===== config.mk =====
export PLATFORM = sky130hd
export DESIGN_NAME = grid_six_neighbor_index
export DESIGN_NICKNAME = d
export VERILOG_FILES = /design/src/design/gsn_pkg.sv /design/src/design/gsn_div.sv /design/src/design/gsn_addr.sv /design/src/design/grid_six_neighbor_index.sv
export SDC_FILE = /design/constraint.sdc
export NUM_CORES = 2
export LEC_CHECK = 0
export ABC_CLOCK_PERIOD_IN_PS = 10200
export BUFFER_PORTS_ARGS = -buffer_cell sky130_fd_sc_hd__buf_2
export CAP_MARGIN = 20
export CORE_ASPECT_RATIO = 0.6
export CORE_MARGIN = 3
export CORE_UTILIZATION = 30
export CTS_BUF_LIST = sky130_fd_sc_hd__clkbuf_4
export DETAILED_ROUTE_END_ITERATION = 10
export SYNTH_ARGS = -nofsm -noshare
export SYNTH_HDL_FRONTEND = slang
export SYNTH_SLANG_ARGS = --single-unit

===== constraint.sdc =====
create_clock -name clk -period 10.2 [get_ports clk]
set_input_delay 1.53 -clock clk [delete_from_list [all_inputs] [get_ports clk]]
set_output_delay 1.53 -clock clk [all_outputs]
set_load 0.05 [all_outputs]

===== src/design/gsn_pkg.sv =====
`timescale 1ns / 1ps
`default_nettype none
package gsn_pkg;

	localparam int DIM_BITS   = 10;
	localparam int IDX_W      = 30;
	localparam int CFG_W      = 11;
	localparam int DIM_W      = DIM_BITS + 1;
	localparam int STEPS      = 3;
	localparam int DIV_STAGES = (IDX_W + STEPS - 1) / STEPS;
	localparam int ADDR_LAT   = 3;
	localparam int LATENCY    = 3 * DIV_STAGES + ADDR_LAT;
	localparam int CMP_W      = (DIM_W > CFG_W) ? DIM_W : CFG_W;
	localparam int PLANE_W    = (2 * DIM_BITS + 1 < IDX_W) ? 2 * DIM_BITS + 1 : IDX_W;
	localparam int NBR_N      = 6;

	localparam logic [CMP_W-1:0] DIM_TOP = CMP_W'(1) << DIM_BITS;

	typedef enum logic [1:0] {
		REG_DIM_X = 2'd0,
		REG_DIM_Y = 2'd1,
		REG_DIM_Z = 2'd2
	} reg_idx_t;

	typedef enum int {
		NBR_XM = 0,
		NBR_XP = 1,
		NBR_YM = 2,
		NBR_YP = 3,
		NBR_ZM = 4,
		NBR_ZP = 5
	} nbr_sel_t;

	typedef struct packed {
		logic [DIM_BITS-1:0] x;
		logic [DIM_BITS-1:0] y;
	} coord_t;

	typedef struct packed {
		logic             vld;
		logic [IDX_W-1:0] val;
		coord_t           side;
	} div_in_t;

	typedef struct packed {
		logic                vld;
		logic [IDX_W-1:0]    quo;
		logic [DIM_BITS-1:0] rem;
		coord_t              side;
	} div_out_t;

	typedef struct packed {
		logic                        vld;
		logic [NBR_N-1:0][IDX_W-1:0] nbr;
		logic [NBR_N-1:0]            mask;
	} result_t;

	// extent register to 1 .. 2^DIM_BITS
	function automatic logic [DIM_W-1:0] eff_dim(input logic [CFG_W-1:0] d);
		logic [CMP_W-1:0] w;
		w = CMP_W'(d);
		if (w == '0) begin
			return DIM_W'(1);
		end
		if (w > DIM_TOP) begin
			return DIM_W'(DIM_TOP);
		end
		return DIM_W'(w);
	endfunction

endpackage
`default_nettype wire


===== src/design/gsn_div.sv =====
`timescale 1ns / 1ps
`default_nettype none
module gsn_div import gsn_pkg::*; (
	input  wire logic             clk,
	input  wire logic             arst_n,
	input  wire div_in_t          in_beat,
	input  wire logic [DIM_W-1:0] divisor,
	output div_out_t              out_beat
);

	// restoring division, STEPS quotient bits per stage
	logic                vld_s  [DIV_STAGES];
	logic [IDX_W-1:0]    work_s [DIV_STAGES];
	logic [DIM_BITS-1:0] rem_s  [DIV_STAGES];
	coord_t              side_s [DIV_STAGES];

	for (genvar g = 0; g < DIV_STAGES; g++) begin : g_stage
		logic                vld_i;
		logic [IDX_W-1:0]    work_i;
		logic [DIM_BITS-1:0] rem_i;
		coord_t              side_i;
		logic [IDX_W-1:0]    work_n;
		logic [DIM_BITS-1:0] rem_n;

		if (g == 0) begin : g_first
			assign vld_i  = in_beat.vld;
			assign work_i = in_beat.val;
			assign rem_i  = '0;
			assign side_i = in_beat.side;
		end else begin : g_next
			assign vld_i  = vld_s[g-1];
			assign work_i = work_s[g-1];
			assign rem_i  = rem_s[g-1];
			assign side_i = side_s[g-1];
		end

		always_comb begin
			logic [IDX_W-1:0]    w;
			logic [DIM_BITS-1:0] r;
			logic [DIM_W-1:0]    t;
			w = work_i;
			r = rem_i;
			t = '0;
			for (int j = 0; j < STEPS; j++) begin
				if (g * STEPS + j < IDX_W) begin
					t = {r, w[IDX_W-1]};
					w = {w[IDX_W-2:0], 1'b0};
					if (t >= divisor) begin
						t    = t - divisor;
						w[0] = 1'b1;
					end
					r = t[DIM_BITS-1:0];
				end
			end
			work_n = w;
			rem_n  = r;
		end

		always_ff @(posedge clk or negedge arst_n) begin
			if (!arst_n) begin
				vld_s[g] <= 1'b0;
			end else begin
				vld_s[g] <= vld_i;
			end
		end

		always_ff @(posedge clk) begin
			work_s[g] <= work_n;
			rem_s[g]  <= rem_n;
			side_s[g] <= side_i;
		end
	end

	always_comb begin
		out_beat.vld  = vld_s[DIV_STAGES-1];
		out_beat.quo  = work_s[DIV_STAGES-1];
		out_beat.rem  = rem_s[DIV_STAGES-1];
		out_beat.side = side_s[DIV_STAGES-1];
	end

endmodule
`default_nettype wire


===== src/design/gsn_addr.sv =====
`timescale 1ns / 1ps
`default_nettype none
module gsn_addr import gsn_pkg::*; (
	input  wire logic               clk,
	input  wire logic               arst_n,
	input  wire div_out_t           zin,
	input  wire logic [DIM_W-1:0]   nx,
	input  wire logic [DIM_W-1:0]   ny,
	input  wire logic [DIM_W-1:0]   nz,
	input  wire logic [PLANE_W-1:0] plane,
	output result_t                 res
);

	logic [DIM_BITS-1:0]         x_c;
	logic [DIM_BITS-1:0]         y_c;
	logic [DIM_BITS-1:0]         z_c;
	logic [DIM_BITS+DIM_W-1:0]   ynx_full;
	logic [DIM_BITS+PLANE_W-1:0] zp_full;
	logic [NBR_N-1:0]            mask_c;

	logic                vld_s1;
	logic [DIM_BITS-1:0] x_s1;
	logic [IDX_W-1:0]    ynx_s1;
	logic [IDX_W-1:0]    zp_s1;
	logic [NBR_N-1:0]    mask_s1;

	logic                vld_s2;
	logic [IDX_W-1:0]    base_s2;
	logic [NBR_N-1:0]    mask_s2;

	logic                        vld_s3;
	logic [NBR_N-1:0][IDX_W-1:0] nbr_s3;
	logic [NBR_N-1:0]            mask_s3;
	logic [NBR_N-1:0][IDX_W-1:0] nbr_c;

	always_comb begin
		x_c      = zin.side.x;
		y_c      = zin.side.y;
		z_c      = zin.rem;
		ynx_full = y_c * nx;
		zp_full  = z_c * plane;
		mask_c[NBR_XM] = (x_c != '0);
		mask_c[NBR_XP] = (DIM_W'(x_c) + DIM_W'(1) < nx);
		mask_c[NBR_YM] = (y_c != '0);
		mask_c[NBR_YP] = (DIM_W'(y_c) + DIM_W'(1) < ny);
		mask_c[NBR_ZM] = (z_c != '0);
		mask_c[NBR_ZP] = (DIM_W'(z_c) + DIM_W'(1) < nz);
	end

	always_comb begin
		nbr_c[NBR_XM] = mask_s2[NBR_XM] ? base_s2 - IDX_W'(1) : '0;
		nbr_c[NBR_XP] = mask_s2[NBR_XP] ? base_s2 + IDX_W'(1) : '0;
		nbr_c[NBR_YM] = mask_s2[NBR_YM] ? base_s2 - IDX_W'(nx) : '0;
		nbr_c[NBR_YP] = mask_s2[NBR_YP] ? base_s2 + IDX_W'(nx) : '0;
		nbr_c[NBR_ZM] = mask_s2[NBR_ZM] ? base_s2 - IDX_W'(plane) : '0;
		nbr_c[NBR_ZP] = mask_s2[NBR_ZP] ? base_s2 + IDX_W'(plane) : '0;
	end

	always_ff @(posedge clk or negedge arst_n) begin
		if (!arst_n) begin
			vld_s1 <= 1'b0;
			vld_s2 <= 1'b0;
			vld_s3 <= 1'b0;
		end else begin
			vld_s1 <= zin.vld;
			vld_s2 <= vld_s1;
			vld_s3 <= vld_s2;
		end
	end

	always_ff @(posedge clk) begin
		x_s1    <= x_c;
		ynx_s1  <= IDX_W'(ynx_full);
		zp_s1   <= IDX_W'(zp_full);
		mask_s1 <= mask_c;
		base_s2 <= IDX_W'(x_s1) + ynx_s1 + zp_s1;
		mask_s2 <= mask_s1;
		nbr_s3  <= nbr_c;
		mask_s3 <= mask_s2;
	end

	always_comb begin
		res.vld  = vld_s3;
		res.nbr  = nbr_s3;
		res.mask = mask_s3;
	end

	a_latency: assert property (@(posedge clk) disable iff (!arst_n)
		vld_s3 |-> $past(zin.vld, ADDR_LAT))
		else $error("result beat without coordinate beat");

	a_x_absent: assert property (@(posedge clk) disable iff (!arst_n)
		vld_s3 |-> ((mask_s3[NBR_XM] || nbr_s3[NBR_XM] == '0)
			&& (mask_s3[NBR_XP] || nbr_s3[NBR_XP] == '0)))
		else $error("absent x neighbour not zero");

	a_z_absent: assert property (@(posedge clk) disable iff (!arst_n)
		vld_s3 |-> ((mask_s3[NBR_ZM] || nbr_s3[NBR_ZM] == '0)
			&& (mask_s3[NBR_ZP] || nbr_s3[NBR_ZP] == '0)))
		else $error("absent z neighbour not zero");

endmodule
`default_nettype wire


===== src/design/grid_six_neighbor_index.sv =====
// Channel   Handshake               Ports
// -------   ---------------------   ---------------------------------------------
// in        start & !busy           node_index
// out       done (one-cycle beat)   neighbor_{x,y,z}_{minus,plus}, present_mask
// cfg       wr_en                   wr_index, wr_data
//
// One beat per cycle in and out; the path runs through three chained restoring
// dividers of 3 quotient bits per stage, then registered address stages of multiply,
// add and neighbour offset.
// busy never rises; the receiver cannot stall and no stage ever holds.
// Reset clears valid bits and sets all extents to 1.
`timescale 1ns / 1ps
`default_nettype none
module grid_six_neighbor_index import gsn_pkg::*; (
	input  wire logic             clk,
	input  wire logic             arst_n,
	input  wire logic             start,
	output logic                  busy,
	input  wire logic [IDX_W-1:0] node_index,
	output logic                  done,
	output logic [IDX_W-1:0]      neighbor_x_minus,
	output logic [IDX_W-1:0]      neighbor_x_plus,
	output logic [IDX_W-1:0]      neighbor_y_minus,
	output logic [IDX_W-1:0]      neighbor_y_plus,
	output logic [IDX_W-1:0]      neighbor_z_minus,
	output logic [IDX_W-1:0]      neighbor_z_plus,
	output logic [NBR_N-1:0]      present_mask,
	input  wire logic             wr_en,
	input  wire logic [1:0]       wr_index,
	input  wire logic [CFG_W-1:0] wr_data
);

	logic [DIM_W-1:0]   dim_x_q;
	logic [DIM_W-1:0]   dim_y_q;
	logic [DIM_W-1:0]   dim_z_q;
	logic [PLANE_W-1:0] plane_q;
	logic [2*DIM_W-1:0] plane_full;

	div_in_t  d1_in;
	div_in_t  d2_in;
	div_in_t  d3_in;
	div_out_t d1_out;
	div_out_t d2_out;
	div_out_t d3_out;
	result_t  res;

	assign busy = 1'b0;

	// extents held clamped
	always_ff @(posedge clk or negedge arst_n) begin
		if (!arst_n) begin
			dim_x_q <= DIM_W'(1);
			dim_y_q <= DIM_W'(1);
			dim_z_q <= DIM_W'(1);
		end else if (wr_en) begin
			unique case (reg_idx_t'(wr_index))
				REG_DIM_X: dim_x_q <= eff_dim(wr_data);
				REG_DIM_Y: dim_y_q <= eff_dim(wr_data);
				REG_DIM_Z: dim_z_q <= eff_dim(wr_data);
				default: ;
			endcase
		end
	end

	assign plane_full = dim_x_q * dim_y_q;

	always_ff @(posedge clk or negedge arst_n) begin
		if (!arst_n) begin
			plane_q <= PLANE_W'(1);
		end else begin
			plane_q <= PLANE_W'(plane_full);
		end
	end

	always_comb begin
		d1_in.vld    = start && !busy;
		d1_in.val    = node_index;
		d1_in.side   = '0;
		d2_in.vld    = d1_out.vld;
		d2_in.val    = d1_out.quo;
		d2_in.side.x = d1_out.rem;
		d2_in.side.y = '0;
		d3_in.vld    = d2_out.vld;
		d3_in.val    = d2_out.quo;
		d3_in.side.x = d2_out.side.x;
		d3_in.side.y = d2_out.rem;
	end

	gsn_div u_div_x (
		.clk      (clk),
		.arst_n   (arst_n),
		.in_beat  (d1_in),
		.divisor  (dim_x_q),
		.out_beat (d1_out)
	);

	gsn_div u_div_y (
		.clk      (clk),
		.arst_n   (arst_n),
		.in_beat  (d2_in),
		.divisor  (dim_y_q),
		.out_beat (d2_out)
	);

	gsn_div u_div_z (
		.clk      (clk),
		.arst_n   (arst_n),
		.in_beat  (d3_in),
		.divisor  (dim_z_q),
		.out_beat (d3_out)
	);

	gsn_addr u_addr (
		.clk    (clk),
		.arst_n (arst_n),
		.zin    (d3_out),
		.nx     (dim_x_q),
		.ny     (dim_y_q),
		.nz     (dim_z_q),
		.plane  (plane_q),
		.res    (res)
	);

	always_comb begin
		done             = res.vld;
		neighbor_x_minus = res.nbr[NBR_XM];
		neighbor_x_plus  = res.nbr[NBR_XP];
		neighbor_y_minus = res.nbr[NBR_YM];
		neighbor_y_plus  = res.nbr[NBR_YP];
		neighbor_z_minus = res.nbr[NBR_ZM];
		neighbor_z_plus  = res.nbr[NBR_ZP];
		present_mask     = res.mask;
	end

endmodule
`default_nettype wire

== Word level (Yosys, flattened, before mapping) ==
Memories as Yosys holds them, arrays and structs flattened.
Index checks and enable logic that the tools add are counted.

* $add $sub $neg: 101
* Equal/unequal tests: 2
* Mux-type cells: 205
* $lt $le $gt $ge: 94
* Multipliers: 3
* Reduce and logical (&&, ||, !) cells: 8

{| class="wikitable"
|+ Operator list
! operator !! count
|-
| $ge 11x11->1 || 87
|-
| $mux 10 || 90
|-
| $sub 10x10->10 || 87
|-
| $mux 1 || 107
|-
| $mux 11 || 8
|-
| $add 10x1->11 const B || 3
|-
| $ge 1x11->1 || 3
|-
| $lt 11x11->1 || 3
|-
| $add 30x1->30 const B || 1
|-
| $add 30x11->30 || 1
|-
| $add 30x21->30 || 1
|-
| $add 30x30->30 || 1
|-
| $mul 10x21->30 || 1
|-
| $reduce_bool 10->1 || 3
|-
| $sub 1x10->10 || 3
|-
| $sub 30x1->30 const B || 1
|-
| $sub 30x11->30 || 1
|-
| $sub 30x21->30 || 1
|-
| $add 10x21->22 || 1
|-
| $mul 10x11->21 || 1
|-
| $mul 11x11->21 || 1
|-
| $gt 11x11->1 const B || 1
|-
| $logic_not 11->1 || 1
|-
| $reduce_and 2->1 || 3
|-
| 3 further kinds || 3
|}

* Output and inout bits: 188
* Bits in writable memories: 1600
* Memories: 8
* Bits in registers: 376
* Word-level logic and storage cells: 471
* Input bits: 47

{| class="wikitable"
|+ Memory list
! memory !! depth !! width !! read ports !! clocked after memory_dff !! write ports !! line !! text
|-
| u_div_x.work_s || 10 || 30 || 10 || 0 || 10 || gsn_div.sv:13 || <nowiki>logic [IDX_W-1:0] work_s [DIV_STAGES];</nowiki>
|-
| u_div_y.work_s || 10 || 30 || 10 || 0 || 10 || gsn_div.sv:13 ||
|-
| u_div_z.work_s || 10 || 30 || 9 || 0 || 10 || gsn_div.sv:13 ||
|-
| u_div_y.side_s || 10 || 20 || 10 || 0 || 10 || gsn_div.sv:15 || <nowiki>coord_t side_s [DIV_STAGES];</nowiki>
|-
| u_div_z.side_s || 10 || 20 || 10 || 0 || 10 || gsn_div.sv:15 ||
|-
| u_div_x.rem_s || 10 || 10 || 10 || 0 || 10 || gsn_div.sv:14 || <nowiki>logic [DIM_BITS-1:0] rem_s [DIV_STAGES];</nowiki>
|-
| 2 more memories || - || - || - || - || - || - ||
|}

== Depth between registers and ports, before layout ==
* Word-level depth: 9
* Depth in mapped cells: 35
* Mapped depth without buffers: 32

== Modules after synthesis ==
Synthesis repeated with hierarchy kept, for this count alone.

* Cell total of the unflattened synthesis: 11704
* Area, all modules: 117353.8 um^2

{| class="wikitable"
|+ By module, submodules not included
! module !! area an instance (um^2) !! instances !! cells each
|-
| gsn_div at u_div_z || 29139.2 || 1 || 2746
|-
| gsn_div at u_div_x || 28820.1 || 1 || 2746
|-
| gsn_div at u_div_y || 28708.8 || 1 || 2746
|-
| gsn_addr || 24906.4 || 1 || 2842
|-
| grid_six_neighbor_index || 5779.3 || 1 || 624
|}

== Worst setup path after synthesis ==
OpenSTA, ideal clock, no wires.

* Kind: register -> register
* Start: register dim_x_q[1]
* End: memory u_div_x.rem_s[1][2]
* Arrival: 9.360 ns
* Cell stages (with the launch flop): 33
* Buffers on the path: 3
* Clock period less this slack: 9.481 ns
* Slack: 0.719 ns
* Path through: dfrtp_1 clkinv_1 ha_1 nor2b_1 o21ai_0 a21boi_1 o21a_1 o41a_1 a31oi_1 buf_2 mux2_2 inv_1 ha_1 nor2b_1 o21a_1 o21ai_0 a21oi_1 a41oi_1 a21oi_1 clkbuf_1 o21ai_0 inv_1 ha_1 nor2b_1 o21ai_0 a21boi_0 o21ai_0 a211o_1 o21ai_1 a2111oi_0 or3_1 buf_2 mux2_2

{| class="wikitable"
|+ RTL lines
! what !! line !! text
|-
| from (decl) || grid_six_neighbor_index.sv:33 || <nowiki>logic [DIM_W-1:0] dim_x_q;</nowiki>
|-
| from (signal assigned) || grid_six_neighbor_index.sv:57 || <nowiki>REG_DIM_X: dim_x_q <= eff_dim(wr_data);</nowiki>
|-
| to (decl) || gsn_div.sv:14 ||
|}

==> impl_metrics.toml <==
[critical_path]
cp_data_arrival_time_ns = 10.13
reg2reg_to = "u_div_x.rem_s[1][2]"
r2r-start = "dim_x_q[1]"
cp_max_fo = 20
critPathSlowestCell = "a31oi_1"
crit_buf_inv = 4
reg2reg_slack_ns = 1.16
worst_setup_path_startpoint = "dim_x_q[1]"
r2r_cells = 31
critPathTopFamily = "compound AO/OA/AOI/OAI gates"
critPathRequiredTime_ns = 11.29
crit_path_end_kind = "flop"
crit_type = "flop to flop"
start_kind = "flop"
worst_path_largest_cell_delay_ns = 0.80
worst_path_most_repeated_cell = "o21ai_0"

[drt]
drt-vias-per-instance = 4.88
drc_errors = 0
vias = 80100
drt_wl_total_um = 295000
first_iter_violations = 6862
wl_per_cell_um = 18.0
dr.pass1.iters = 6
drtAntennaViolNets = 0

[sta]
final_period_minus_worst_setup_slack_ns = 9.04
slew_headroom_pct = 26.9
rsz0062_at_grt = "false"
clock_skew_ns = 0.229
setup_viol_count_final = 0
worst_slew_pin_slew_ns = 1.09
finalCritPeriodShare_pct = 88.6
setup_tns_ns = 0
final_max_slew_viol_count = 0
hold_viol_final = 0
achievable-frequency_mhz = 111

[job]
cap_violations = 0

[floorplanning]
num_rows = 167
dieArea_sq_um = 356000
coreArea_sq_um = 346000
die_h_um = 464
start_util_pct = 30.2
die_x_um = 769
ios = 235

[clocking]
cts_htree_levels = 5
postCtsSetupBuffers = 0
clockBufferDepth = 4
ctsHoldBuffers = 0
cts_buffers = 391
cts_resized = 0
clock_sinks = 1711
cts_tree = "done"
root_buffer = "clkbuf_4"
clk_pin_slew_ns = 0.07
clock_latency_ns = 1.38

[global_routing]
grt_start_max_net_pins = 54
antenna_found_initial = 21
first_global_vias = 75700
grt_use_total_pct = 16.1
gr-total-overflow = 0
grt_pass1_wl_um = 454000

[synth]
yosys_warnings = 0
netlist_area_sq_um = 105000
synthArstFlopShare_pct = 5.08
synth_edf_count = 0
ys.flop_type = "dfxtp_1"
ys_types = 90
ys_seq_area_share_pct = 33.1
syn-instance-count = 10900
ys_ff_latch = 1711
syn_nets = 12600
syn_avg_cell_area_sq_um = 9.61

[final_layout]
syn2layout_area_growth_pct = 11.8
final_common_cell = "dfxtp_1"
nets = 13200
layout-drive-gt1-share_pct = 14.2
final_cell_mix = "1624 x dfxtp_1, 1273 x ha_1, 758 x inv_1, 695 x a21oi_1, 691 x nand2_1"

[placement]
place.gp.congestion = 0.908
hpwlAfterDp_um = 227000
port_buffers = 233

[hold_path]
hold_path.class = "input port to asynchronous set/reset pin"

[run_status]
status = "finished clean"
==> layer usage <==
layer / track usage (%) / up-vias / wire length, um
met4: 3.39 / 6 / 5080
met2: 20.2 / 2754 / 104000
met1: 26.0 / 37600 / 157000
li1: - / 39300 / -
met3: 4.52 / 375 / 29100
met5: 0 / - / 43
==> through the flow <==
step	utilization [%]	hold WS, ns	area (sq um)	setup slack [ns]	instances
after floorplan	-	0.310	105000	0.719	10900
after global routing	33.8	0.0683	117000	0.510	16400
after global placement	32.4	0.310	112000	1.57	15700
final	33.8	0.156	117000	1.16	16400
after CTS	33.8	0.00756	117000	1.43	16400
after detailed placement	32.4	0.312	112000	1.56	15700
==> how the worst max path moves through the flow <==
stage               slack, ns  depth (start not counted)                   to
floorplan                0.72                         32  u_div_x.rem_s[1][2]
global placement         1.57                         31  u_div_x.rem_s[1][4]
detailed placement       1.56                         31  u_div_x.rem_s[1][2]
CTS                      1.43                         31  u_div_x.rem_s[1][2]
global route             0.51                         29  u_div_x.rem_s[1][2]
finish                   1.16                         31  u_div_x.rem_s[1][2]
==> kinds of logic (layout without fill, tap and decap cells) <==
family                     count (synthesis)  in the layout  share of synthesized area [%]
other                                      1             33                        0.00358
DFF                                     1711           1711                           33.1
xor gates and xnor gates                 868            868                           7.26
muxes                                    642            642                           6.83
and+or+nand+nor                         2710           2710                           12.7
AOI/OAI and AO/OA                       2274           2274                           13.7
buffers and inverters                   1022           1860                           3.71
adders and majority gates               1664           1664                           22.7
==> synth_stat cells (54+ instances only) <==
library cell | number | area (sq um)
dfxtp_1 | 1624 | 32500
ha_1 | 1273 | 15900
inv_1 | 766 | 2880
a21oi_1 | 695 | 3480
nand2_1 | 691 | 2590
nor2_1 | 677 | 2540
xnor2_1 | 640 | 5610
mux2_2 | 556 | 6260
o21ai_0 | 522 | 2610
fa_1 | 391 | 7830
a21o_1 | 321 | 2410
and2_1 | 259 | 1620
nor2b_1 | 240 | 1500
xor2_1 | 228 | 2000
clkbuf_1 | 198 | 743
nand4_1 | 193 | 1210
nor3_1 | 159 | 796
nand2b_1 | 148 | 926
o21a_1 | 145 | 1090
nand3_1 | 105 | 526
o21bai_1 | 85 | 638
dfrtp_1 | 83 | 2080
mux2i_1 | 80 | 801
or3_1 | 76 | 475
a211oi_1 | 66 | 495
and3_1 | 54 | 338
==> state kept, by name, summed over array words and instances, names as in the netlist, 21 cells and up <==
name	cells
u_div_x.rem_s	100
u_addr.zp_s1	30
u_addr.ynx_s1	21
plane_q	21
u_div_z.rem_s	100
u_div_z.side_s	200
u_div_y.rem_s	100
u_div_x.work_s	300
u_addr.res	180
u_div_y.side_s	100
u_addr.base_s2	30
u_div_z.work_s	135
u_div_y.work_s	300
==> area by class of cell <==
| type | count | area [sq um] |
|---|---|---|
| antenna | 32 | 80.1 |
| clock buffer | 530 | 3980 |
| clock inverter | 143 | 872 |
| fill | 35600 | 229000 |
| inverter | 777 | 2920 |
| multi-input combinational | 8159 | 66100 |
| sequential | 1711 | 34700 |
| tap | 4647 | 5810 |
| timing repair buffer | 410 | 2590 |
Power is not shown: default switching activity piles up to over one toggle a cycle in this logic, so the estimate is an artifact.
